==> config.mk <==
export PLATFORM = sky130hd
export DESIGN_NAME = sort_dedup_median_core
export DESIGN_NICKNAME = d
export VERILOG_FILES = /design/src/sdm_pkg.sv /design/src/sdm_cell.sv /design/src/sort_dedup_median_core.sv
export VERILOG_INCLUDE_DIRS = /design/src /design/src/src
export SDC_FILE = /design/constraint.sdc
export NUM_CORES = 2
export LEC_CHECK = 0
export BUFFER_PORTS_ARGS = -buffer_cell sky130_fd_sc_hd__buf_2
export CAP_MARGIN = 20
export CORE_UTILIZATION = 55
export DETAILED_ROUTE_END_ITERATION = 8
export HOLD_SLACK_MARGIN = 0.02
export PLACE_DENSITY = 0.81
export SLEW_MARGIN = 15
export SYNTH_ARGS = -nofsm -noshare
export SYNTH_HDL_FRONTEND = slang
export SYNTH_HIERARCHICAL = 1
export SYNTH_SLANG_ARGS = --single-unit
==> constraint.sdc <==
create_clock -name aclk -period 10.69 [get_ports aclk]
set_input_delay 1.6035 -clock aclk [delete_from_list [all_inputs] [get_ports aclk]]
set_output_delay 1.6035 -clock aclk [all_outputs]
set_load 0.005 [all_outputs]
==> src/sort_dedup_median_core_assert.svh <==
// assertion macros for the sort, dedup and median core
`ifndef SORT_DEDUP_MEDIAN_CORE_ASSERT_SVH
`define SORT_DEDUP_MEDIAN_CORE_ASSERT_SVH
`ifndef SYNTHESIS
`define SDM_ASSERT(label, clk, rstn, prop) \
    label: assert property (@(posedge clk) disable iff (!rstn) prop) \
        else $error("sdm assertion failed");
`define SDM_ASSERT_NEVER(label, clk, rstn, expr) \
    `SDM_ASSERT(label, clk, rstn, !(expr))
`else
`define SDM_ASSERT(label, clk, rstn, prop)
`define SDM_ASSERT_NEVER(label, clk, rstn, expr)
`endif
`endif

==> src/sdm_pkg.sv <==
// shared constants for the sort, dedup and median core
package sdm_pkg;

    localparam int DEPTH_DEF      = 32;
    localparam int DATA_WIDTH_DEF = 16;

endpackage

==> src/sdm_cell.sv <==
// one cell of the insertion chain: holds one distinct value, passes larger ones on
module sdm_cell #(
    parameter int DATA_WIDTH = sdm_pkg::DATA_WIDTH_DEF
) (
    input  logic                         aclk,
    input  logic                         aresetn,
    input  logic                         shift_en,
    input  logic                         in_v,
    input  logic signed [DATA_WIDTH-1:0] in_d,
    input  logic                         nbr_v,
    input  logic signed [DATA_WIDTH-1:0] nbr_d,
    output logic                         held_v,
    output logic signed [DATA_WIDTH-1:0] held_d,
    output logic                         out_v,
    output logic signed [DATA_WIDTH-1:0] out_d,
    output logic                         fill
);

    logic                         held_v_reg, held_v_next;
    logic signed [DATA_WIDTH-1:0] held_d_reg, held_d_next;
    logic                         out_v_reg, out_v_next;
    logic signed [DATA_WIDTH-1:0] out_d_reg, out_d_next;

    always_comb begin
        held_v_next = held_v_reg;
        held_d_next = held_d_reg;
        out_v_next  = 1'b0;
        out_d_next  = in_d;
        if (shift_en) begin
            held_v_next = nbr_v;
            held_d_next = nbr_d;
        end else if (in_v) begin
            if (!held_v_reg) begin
                held_v_next = 1'b1;
                held_d_next = in_d;
            end else if (in_d < held_d_reg) begin
                held_d_next = in_d;
                out_v_next  = 1'b1;
                out_d_next  = held_d_reg;
            end else if (in_d != held_d_reg) begin
                out_v_next = 1'b1;
            end
        end
    end

    assign fill = in_v && !held_v_reg && !shift_en;

    always_ff @(posedge aclk) begin
        if (!aresetn) begin
            held_v_reg <= 1'b0;
            out_v_reg  <= 1'b0;
        end else begin
            held_v_reg <= held_v_next;
            out_v_reg  <= out_v_next;
        end
    end

    always_ff @(posedge aclk) begin
        held_d_reg <= held_d_next;
        out_d_reg  <= out_d_next;
    end

    assign held_v = held_v_reg;
    assign held_d = held_d_reg;
    assign out_v  = out_v_reg;
    assign out_d  = out_d_reg;

endmodule

==> src/sort_dedup_median_core.sv <==
// top level of the sort, dedup and median core
// Values of a batch enter one per cycle through the slave stream, but only while
// the core is loading; tlast closes the batch. Each value travels down a chain of
// DEPTH cells, one cell per cycle, and settles in ascending order, duplicates being
// dropped on the way; values beyond DEPTH per batch are dropped and flagged as
// overflow. After the closing transfer the chain settles, then shifts out one
// distinct value per cycle on the master stream while the consumer keeps tready
// high, the final one carrying count, median, min, max and overflow. The input is
// held off from the closing transfer until the final value is shifted out; a
// finished result may wait in the output register while the next batch loads.
module sort_dedup_median_core #(
    parameter  int DEPTH      = sdm_pkg::DEPTH_DEF,
    parameter  int DATA_WIDTH = sdm_pkg::DATA_WIDTH_DEF,
    localparam int POS_W      = $clog2(DEPTH),
    localparam int CNT_W      = $clog2(DEPTH + 1),
    localparam int S_TDATA_W  = ((DATA_WIDTH + 7) / 8) * 8,
    localparam int M_RAW_W    = 5 * DATA_WIDTH + POS_W + CNT_W + 1,
    localparam int M_TDATA_W  = ((M_RAW_W + 7) / 8) * 8
) (
    input  logic                 aclk,
    input  logic                 aresetn,
    input  logic                 s_tvalid,
    output logic                 s_tready,
    input  logic [S_TDATA_W-1:0] s_tdata,   // value
    input  logic                 s_tlast,
    output logic                 m_tvalid,
    input  logic                 m_tready,
    // sorted_value, position, unique_count, median_low, median_high,
    // min_value, max_value, overflow
    output logic [M_TDATA_W-1:0] m_tdata,
    output logic                 m_tlast,
    output logic                 m_tuser    // median_is_pair
);

    `include "sort_dedup_median_core_assert.svh"

    typedef enum logic [1:0] {ST_LOAD, ST_DRAIN, ST_EMIT} state_t;

    localparam logic [CNT_W-1:0] DEPTH_C = CNT_W'(DEPTH);

    state_t                       state_reg, state_next;
    logic [CNT_W-1:0]             fill_reg, fill_next;
    logic [CNT_W-1:0]             uniq_reg, uniq_next;
    logic [CNT_W-1:0]             drain_reg, drain_next;
    logic [POS_W-1:0]             idx_reg, idx_next;
    logic                         ovf_reg, ovf_next;
    logic                         inj_v_reg, inj_v_next;
    logic signed [DATA_WIDTH-1:0] inj_d_reg;
    logic signed [DATA_WIDTH-1:0] lo_reg, lo_next;
    logic signed [DATA_WIDTH-1:0] hi_reg, hi_next;
    logic signed [DATA_WIDTH-1:0] min_reg, min_next;

    logic                         m_tvalid_reg, m_tvalid_next;
    logic                         m_tlast_reg, m_tlast_next;
    logic                         m_pair_reg, m_pair_next;
    logic signed [DATA_WIDTH-1:0] m_val_reg, m_val_next;
    logic [POS_W-1:0]             m_pos_reg, m_pos_next;
    logic [CNT_W-1:0]             m_cnt_reg, m_cnt_next;
    logic signed [DATA_WIDTH-1:0] m_lo_reg, m_lo_next;
    logic signed [DATA_WIDTH-1:0] m_hi_reg, m_hi_next;
    logic signed [DATA_WIDTH-1:0] m_min_reg, m_min_next;
    logic signed [DATA_WIDTH-1:0] m_max_reg, m_max_next;
    logic                         m_ovf_reg, m_ovf_next;

    logic [DEPTH:0]               tok_v;
    logic signed [DATA_WIDTH-1:0] tok_d [DEPTH+1];
    logic [DEPTH-1:0]             held_v;
    logic signed [DATA_WIDTH-1:0] held_d [DEPTH];
    logic [DEPTH-1:0]             fill_vec;

    logic                         s_accept;
    logic                         emit_go;
    logic                         is_final;
    logic [CNT_W-1:0]             lo_idx;
    logic [CNT_W-1:0]             hi_idx;
    logic signed [DATA_WIDTH-1:0] cur;
    logic signed [DATA_WIDTH-1:0] lo_val;
    logic signed [DATA_WIDTH-1:0] hi_val;
    logic signed [DATA_WIDTH-1:0] min_val;

    assign tok_v[0] = inj_v_reg;
    assign tok_d[0] = inj_d_reg;

    for (genvar k = 0; k < DEPTH; k++) begin : g_cell
        logic                         nbr_v;
        logic signed [DATA_WIDTH-1:0] nbr_d;
        if (k < DEPTH - 1) begin : g_mid
            assign nbr_v = held_v[k+1];
            assign nbr_d = held_d[k+1];
        end else begin : g_end
            assign nbr_v = 1'b0;
            assign nbr_d = '0;
        end
        sdm_cell #(
            .DATA_WIDTH (DATA_WIDTH)
        ) u_cell (
            .aclk     (aclk),
            .aresetn  (aresetn),
            .shift_en (emit_go),
            .in_v     (tok_v[k]),
            .in_d     (tok_d[k]),
            .nbr_v    (nbr_v),
            .nbr_d    (nbr_d),
            .held_v   (held_v[k]),
            .held_d   (held_d[k]),
            .out_v    (tok_v[k+1]),
            .out_d    (tok_d[k+1]),
            .fill     (fill_vec[k])
        );
    end

    assign s_tready = (state_reg == ST_LOAD);
    assign s_accept = s_tvalid && s_tready;
    assign emit_go  = (state_reg == ST_EMIT) && (!m_tvalid_reg || m_tready);
    assign cur      = held_d[0];
    assign is_final = (CNT_W'(idx_reg) + CNT_W'(1)) == uniq_reg;
    assign lo_idx   = (uniq_reg - CNT_W'(1)) >> 1;
    assign hi_idx   = uniq_reg >> 1;
    assign lo_val   = (CNT_W'(idx_reg) == lo_idx) ? cur : lo_reg;
    assign hi_val   = (CNT_W'(idx_reg) == hi_idx) ? cur : hi_reg;
    assign min_val  = (idx_reg == '0) ? cur : min_reg;

    always_comb begin
        state_next    = state_reg;
        fill_next     = fill_reg;
        uniq_next     = uniq_reg;
        drain_next    = drain_reg;
        idx_next      = idx_reg;
        ovf_next      = ovf_reg;
        inj_v_next    = s_accept && (fill_reg < DEPTH_C);
        lo_next       = lo_reg;
        hi_next       = hi_reg;
        min_next      = min_reg;
        m_tvalid_next = m_tvalid_reg;
        m_tlast_next  = m_tlast_reg;
        m_pair_next   = m_pair_reg;
        m_val_next    = m_val_reg;
        m_pos_next    = m_pos_reg;
        m_cnt_next    = m_cnt_reg;
        m_lo_next     = m_lo_reg;
        m_hi_next     = m_hi_reg;
        m_min_next    = m_min_reg;
        m_max_next    = m_max_reg;
        m_ovf_next    = m_ovf_reg;

        if (|fill_vec) begin
            uniq_next = uniq_reg + CNT_W'(1);
        end
        if (m_tready) begin
            m_tvalid_next = 1'b0;
        end

        unique case (state_reg)
            ST_LOAD: begin
                if (s_accept) begin
                    if (fill_reg < DEPTH_C) begin
                        fill_next = fill_reg + CNT_W'(1);
                    end else begin
                        ovf_next = 1'b1;
                    end
                    if (s_tlast) begin
                        state_next = ST_DRAIN;
                        drain_next = DEPTH_C;
                    end
                end
            end
            ST_DRAIN: begin
                if (drain_reg == '0) begin
                    state_next = ST_EMIT;
                end else begin
                    drain_next = drain_reg - CNT_W'(1);
                end
            end
            ST_EMIT: begin
                if (emit_go) begin
                    m_tvalid_next = 1'b1;
                    m_val_next    = cur;
                    m_pos_next    = idx_reg;
                    m_tlast_next  = is_final;
                    m_cnt_next    = is_final ? uniq_reg : '0;
                    m_lo_next     = is_final ? lo_val : '0;
                    m_hi_next     = is_final ? hi_val : '0;
                    m_pair_next   = is_final && !uniq_reg[0];
                    m_min_next    = is_final ? min_val : '0;
                    m_max_next    = is_final ? cur : '0;
                    m_ovf_next    = is_final && ovf_reg;
                    lo_next       = lo_val;
                    hi_next       = hi_val;
                    min_next      = min_val;
                    idx_next      = idx_reg + POS_W'(1);
                    if (is_final) begin
                        state_next = ST_LOAD;
                        fill_next  = '0;
                        uniq_next  = '0;
                        ovf_next   = 1'b0;
                        idx_next   = '0;
                    end
                end
            end
            default: begin
                state_next = ST_LOAD;
            end
        endcase
    end

    always_ff @(posedge aclk) begin
        if (!aresetn) begin
            state_reg    <= ST_LOAD;
            fill_reg     <= '0;
            uniq_reg     <= '0;
            drain_reg    <= '0;
            idx_reg      <= '0;
            ovf_reg      <= 1'b0;
            inj_v_reg    <= 1'b0;
            m_tvalid_reg <= 1'b0;
        end else begin
            state_reg    <= state_next;
            fill_reg     <= fill_next;
            uniq_reg     <= uniq_next;
            drain_reg    <= drain_next;
            idx_reg      <= idx_next;
            ovf_reg      <= ovf_next;
            inj_v_reg    <= inj_v_next;
            m_tvalid_reg <= m_tvalid_next;
        end
        inj_d_reg   <= s_tdata[DATA_WIDTH-1:0];
        lo_reg      <= lo_next;
        hi_reg      <= hi_next;
        min_reg     <= min_next;
        m_tlast_reg <= m_tlast_next;
        m_pair_reg  <= m_pair_next;
        m_val_reg   <= m_val_next;
        m_pos_reg   <= m_pos_next;
        m_cnt_reg   <= m_cnt_next;
        m_lo_reg    <= m_lo_next;
        m_hi_reg    <= m_hi_next;
        m_min_reg   <= m_min_next;
        m_max_reg   <= m_max_next;
        m_ovf_reg   <= m_ovf_next;
    end

    assign m_tvalid = m_tvalid_reg;
    assign m_tlast  = m_tlast_reg;
    assign m_tuser  = m_pair_reg;
    assign m_tdata  = M_TDATA_W'({m_ovf_reg, m_max_reg, m_min_reg, m_hi_reg, m_lo_reg,
                                  m_cnt_reg, m_pos_reg, m_val_reg});

    // a value never runs off the end of the chain
    `SDM_ASSERT_NEVER(a_tok_lost, aclk, aresetn, tok_v[DEPTH])
    `SDM_ASSERT(a_one_fill, aclk, aresetn, $onehot0(fill_vec))
    `SDM_ASSERT(a_settled_emit, aclk, aresetn, (state_reg == ST_EMIT) |-> (tok_v == '0))
    `SDM_ASSERT(a_uniq_le_fill, aclk, aresetn, uniq_reg <= fill_reg)
    `SDM_ASSERT(a_last_count, aclk, aresetn,
        (m_tvalid_reg && m_tlast_reg) |-> (m_cnt_reg == (CNT_W'(m_pos_reg) + CNT_W'(1))))

endmodule
# Yosys cells after proc, flatten, opt, wreduce, memory -nomap -nowiden
# Cells that the tools add are included.
[word_totals]
register_bits = 1257
latch_bits = 0
ram_bits = 0
rom_bits = 0
inputBits = 21
output_inout_bits = 100
word_cells = 942
memories = 0
[classes]
addsub = 6
n_mul = 0
n_div = 0
magnitude_cmp = 33
eq_ne = 76
n_shift = 0
mux = 405
bitwise_logic = 63
reduce_logical = 211
[ops]
columns = ["operator", "count"]
rows = [
  ["16-bit 2-to-1 mux", 253],
  ["16-bit < comparator", 32],
  ["16-bit inequality test", 31],
  ["1-bit 2-to-1 mux", 131],
  ["4-bit OR reduction", 31],
  ["3-bit by 2-bit inequality test with 1-bit output (second input constant)", 31],
  ["1-bit logical AND", 69],
  ["6-bit 2-to-1 mux", 11],
  ["2-bit AND reduction", 33],
  ["2-bit nonzero test", 33],
  ["1-bit inverter", 63],
  ["1-bit logical NOT", 35],
  ["32-bit OR reduction", 1],
  ["6-bit one-hot mux with 2 select lines", 2],
  ["5-bit AND reduction", 3],
  ["6-bit by 1-bit adder with 6-bit output (second input constant)", 2],
  ["6-bit by 1-bit subtractor with 6-bit output (second input constant)", 2],
  ["5-bit == test", 2],
  ["2-bit 2-to-1 mux", 5],
  ["2-bit inequality test (second input constant)", 5],
  ["2-bit by 1-bit inequality test with 1-bit output (second input constant)", 4],
  ["5-bit by 1-bit adder with 6-bit output (second input constant)", 1],
  ["6-bit == test", 1],
  ["6-bit logical NOT", 1],
  ["12 further kinds", 12],
]

# Longest topological paths before layout
[depth]
depth_word = 10
mapped_depth = 11
depth_no_buf = 9

# By module
# Netlist, hierarchy kept.
[modules_own_cells]
columns = ["mod", "instances", "cells_each", "area_per_inst_um2", "seq_area_each_um2"]
rows = [
  ["sdm_cell (g_cell[0].u_cell ...)", 22, 143, 1790.5, 840.8],
  ["sdm_cell (g_cell[2].u_cell ...)", 9, 141, 1804.2, 840.8],
  ["sort_dedup_median_core", 1, 562, 7617.3, 5144.9],
  ["sdm_cell (g_cell[7].u_cell)", 1, 139, 1761.7, 840.8],
]

# Least setup slack after synthesis
# No wires, ideal clock.
[synth_path]
path_type = "in2reg"
startpoint = "input port m_tready"
endpoint = "register g_cell[8].u_cell.held_d_reg[0] (enable)"
setup_ps = 409
t_arrival_ps = 8953
required_ps = 10281
path_slack_ps = 1328
cell_stages = 6
path_buffers = 1
path_cell_list = "nor2b_1 > or3_1 > clkbuf_1 > inv_1 > and4b_2 > nor3_1"
[synth_via]
elab_chain_len = 4
elab_cells_between_ends = 5
cone_classes = "eq/ne: 1; reduce/logical: 4"
[synth_rtl]
columns = ["item", "line_no", "text"]
rows = [
  ["start: declaration", "sort_dedup_median_core.sv:27", "input logic m_tready,"],
  ["1-bit logical OR *", "sort_dedup_median_core.sv:114", "assign emit_go = (state_reg == ST_EMIT) && (!m_tvalid_reg || m_tready);"],
  ["1-bit logical AND *", "sort_dedup_median_core.sv:114", ""],
  ["net emit_go", "sort_dedup_median_core.sv:72", "logic emit_go;"],
  ["3-bit by 2-bit inequality test with 1-bit output (no line) / 2-bit nonzero test (equally long branches)", "-", ""],
  ["2-bit AND reduction (no line) *", "-", ""],
  ["end signal: assignment", "sdm_cell.sv:59", "held_d_reg <= held_d_next;"],
  ["end: declaration", "sdm_cell.sv:20", "logic signed [DATA_WIDTH-1:0] held_d_reg, held_d_next;"],
]
# The timed path passes the listed nets; every way through them passes the cells marked *.
# A chain may end at the register's enable or synchronous reset.

# Worst setup path in the final report
[layout_path]
startpoint = "input port m_tready"
endpoint = "register g_cell[5].u_cell.held_d_reg[5] (enable)"
[layout_via]
elab_chain_len = 4
elab_cells_between_ends = 5
cone_classes = "eq/ne: 1; reduce/logical: 4"
[layout_rtl]
columns = ["item", "line_no"]
rows = [
  ["1-bit logical OR *", "sort_dedup_median_core.sv:114"],
  ["1-bit logical AND *", "sort_dedup_median_core.sv:114"],
  ["net emit_go", "sort_dedup_median_core.sv:72"],
  ["3-bit by 2-bit inequality test with 1-bit output (no line) / 2-bit nonzero test (equally long branches)", "-"],
  ["2-bit AND reduction (no line) *", "-"],
  ["end signal: assignment", "sdm_cell.sv:59"],
  ["end: declaration", "sdm_cell.sv:20"],
]
# Marks and branches as above.

==> run metrics <==
Final period util 49.8%; Layout Cells excl Fill 6890; count of final setup violators 0; core outline area 0.116 mm²; initial core utilization 55.5%; initial antenna violation count 5; Residual DRC 0; # clock sinks 1257; worst setup margin 5.37 ns; Syn Area/Cell 12.7 µm²; global route overflow 0; Rel. slew slack 30.6%; WP buf/inv 5; share of cells above drive strength 1 30.4%; fin. max-slew vios 0; port bufs 116; CTS Root Buffer Type clkbuf_16; synthesized area 0.0644 mm²; Slowest-stage cell, CP buf_4; crit path capture type register; # resized after CTS 0; cell mode on critical path buf_4; number of DRC markers in iteration 0 2306; slowest cell delay on critical path 0.88 ns; Avg WL per Cell 19.2 µm; Clock Path Buffers 3; final hold vios 0; Total Power 0.0122 W; chip width 344 µm; number of fill cells in the layout 8743; VDD IR max 0.145 mV; YS warnings 6; CP top delay family buffers and inverters; Via Count 39500; Worst Path Required 11.13 ns; DP Worst Slack 4.62 ns; max reg flops 512; Max Cap Viol 0; total I/O pin count 121; final wirelength 132000 µm; GP Congestion 0.837; first-pass detailed-route iteration total 5; CTS buffer count 132; CTS tree yes; Setup Buffers After CTS 0; Global Route Usage Sum 22.3%; Clock Skew 0.0251 ns; CP Cell Sequence buf_2, nor2b_1, or3_1, inv_8, buf_4, buf_4, and4b_2, nor3_2, buf_4; placed cells 6649; number of global-route vias before repair 40300; post-route setup TNS 0 ns; Tmin final 5.32 ns; leakage 29.0 nW; Final nets 5799; first-pass GRT wire length 214000 µm; Worst Path Max Fanout 122; status completed; die area 0.118 mm²; DRT antenna net count 0; post-DP HPWL 94500 µm; unrepaired setup endpoints after global routing false; clk_lat worst skew 0.75 ns; row count 125; Hold Buf Count CTS 0; FMAX 188 MHz; Worst Max-Slew Pin Slew 1.04 ns; Cells after Synth 5072; vias per cell 5.73; worst hold-check slack 0.485 ns; die height 344 µm; hold crit path type reg -> reg; critical path class in -> reg; largest net degree at the start of global routing 123; PwrDens 173 mW/mm²; crit start category primary input; area grow syn2layout 9.74%; Critical Path AT 5.76 ns; Reg clk slew, reported paths 0.06 ns; # H-tree levels 4
==> area by class of cell <==
| cell class | instances | area, µm² | area share, % |
|---|---|---|---|
| inverter | 550 | 2070 | 2.93 |
| timing repair buffer | 160 | 921 | 1.30 |
| clock buffer | 187 | 3800 | 5.38 |
| sequential | 1257 | 31700 | 44.9 |
| clock inverter | 51 | 435 | 0.617 |
| antenna | 3 | 7.51 | 0.0106 |
| multi-input combinational | 3158 | 29800 | 42.2 |
| tap | 1524 | 1910 | 2.70 |
==> report_power, final <==
group          internal, W  total [W]  switching, W
clock network      0.00258    0.00449       0.00190
logic             0.000835    0.00177      0.000939
registers          0.00559    0.00594      0.000350
total              0.00901     0.0122       0.00319
==> metal layers <==
layer | up-vias | GRT usage (%) | part of all wire, %
met2 | 900 | 37.7 | 49
met1 | 19500 | 29.5 | 44
li1 | 18900 | - | -
met4 | 0 | 6.83 | 2.5
met5 | - | 0 | 0
met3 | 237 | 3.15 | 4.1
==> cells in the final DEF, fill, tap and decap left out, types with 33 or more instances in the layout <==
| cell type | n |
|---|---|
| mux2_2 | 690 |
| edfxtp_1 | 654 |
| dfxtp_1 | 603 |
| inv_1 | 548 |
| ha_1 | 519 |
| mux2_4 | 310 |
| nand2_1 | 252 |
| a21oi_1 | 211 |
| nor2_1 | 144 |
| clkbuf_16 | 134 |
| buf_2 | 115 |
| o21ai_0 | 106 |
| nand4_1 | 69 |
| nand2b_1 | 59 |
| nand4_2 | 54 |
| and2_1 | 53 |
| nor3_2 | 50 |
| nor3b_1 | 48 |
| buf_4 | 43 |
| nor3_1 | 40 |
| nor2b_1 | 37 |
| a21o_1 | 34 |
| nor4b_1 | 33 |
==> worst paths after layout <==
check | from | to | slack, ns | cells after the start
setup / recovery | m_tready | g_cell[5].u_cell/held_d[5] | 5.37 | 9
hold / removal | g_cell[11].u_cell/out_d[0] | g_cell[12].u_cell/out_d[0] | 0.48 | 1
setup reg to reg | state_reg[1] | g_cell[5].u_cell/held_d[5] | 5.73 | 8
hold reg to reg | g_cell[11].u_cell/out_d[0] | g_cell[12].u_cell/out_d[0] | 0.48 | 1
==> worst reg2reg max path: cells and delay by family, from the launching register on <==
family	cells	cell delay, ns
buf+inv	5	2.81
flops	1	0.46
simple gates	3	1.39
==> through the flow <==
step                      area (µm²)  utilization, %
final                          70600            60.9
after global routing           70600            60.9
after CTS                      70600            60.8
after detailed placement       66400            57.2
after global placement         66300            57.1
after floorplan                64400               -
Power figures use the tool's default switching activity.
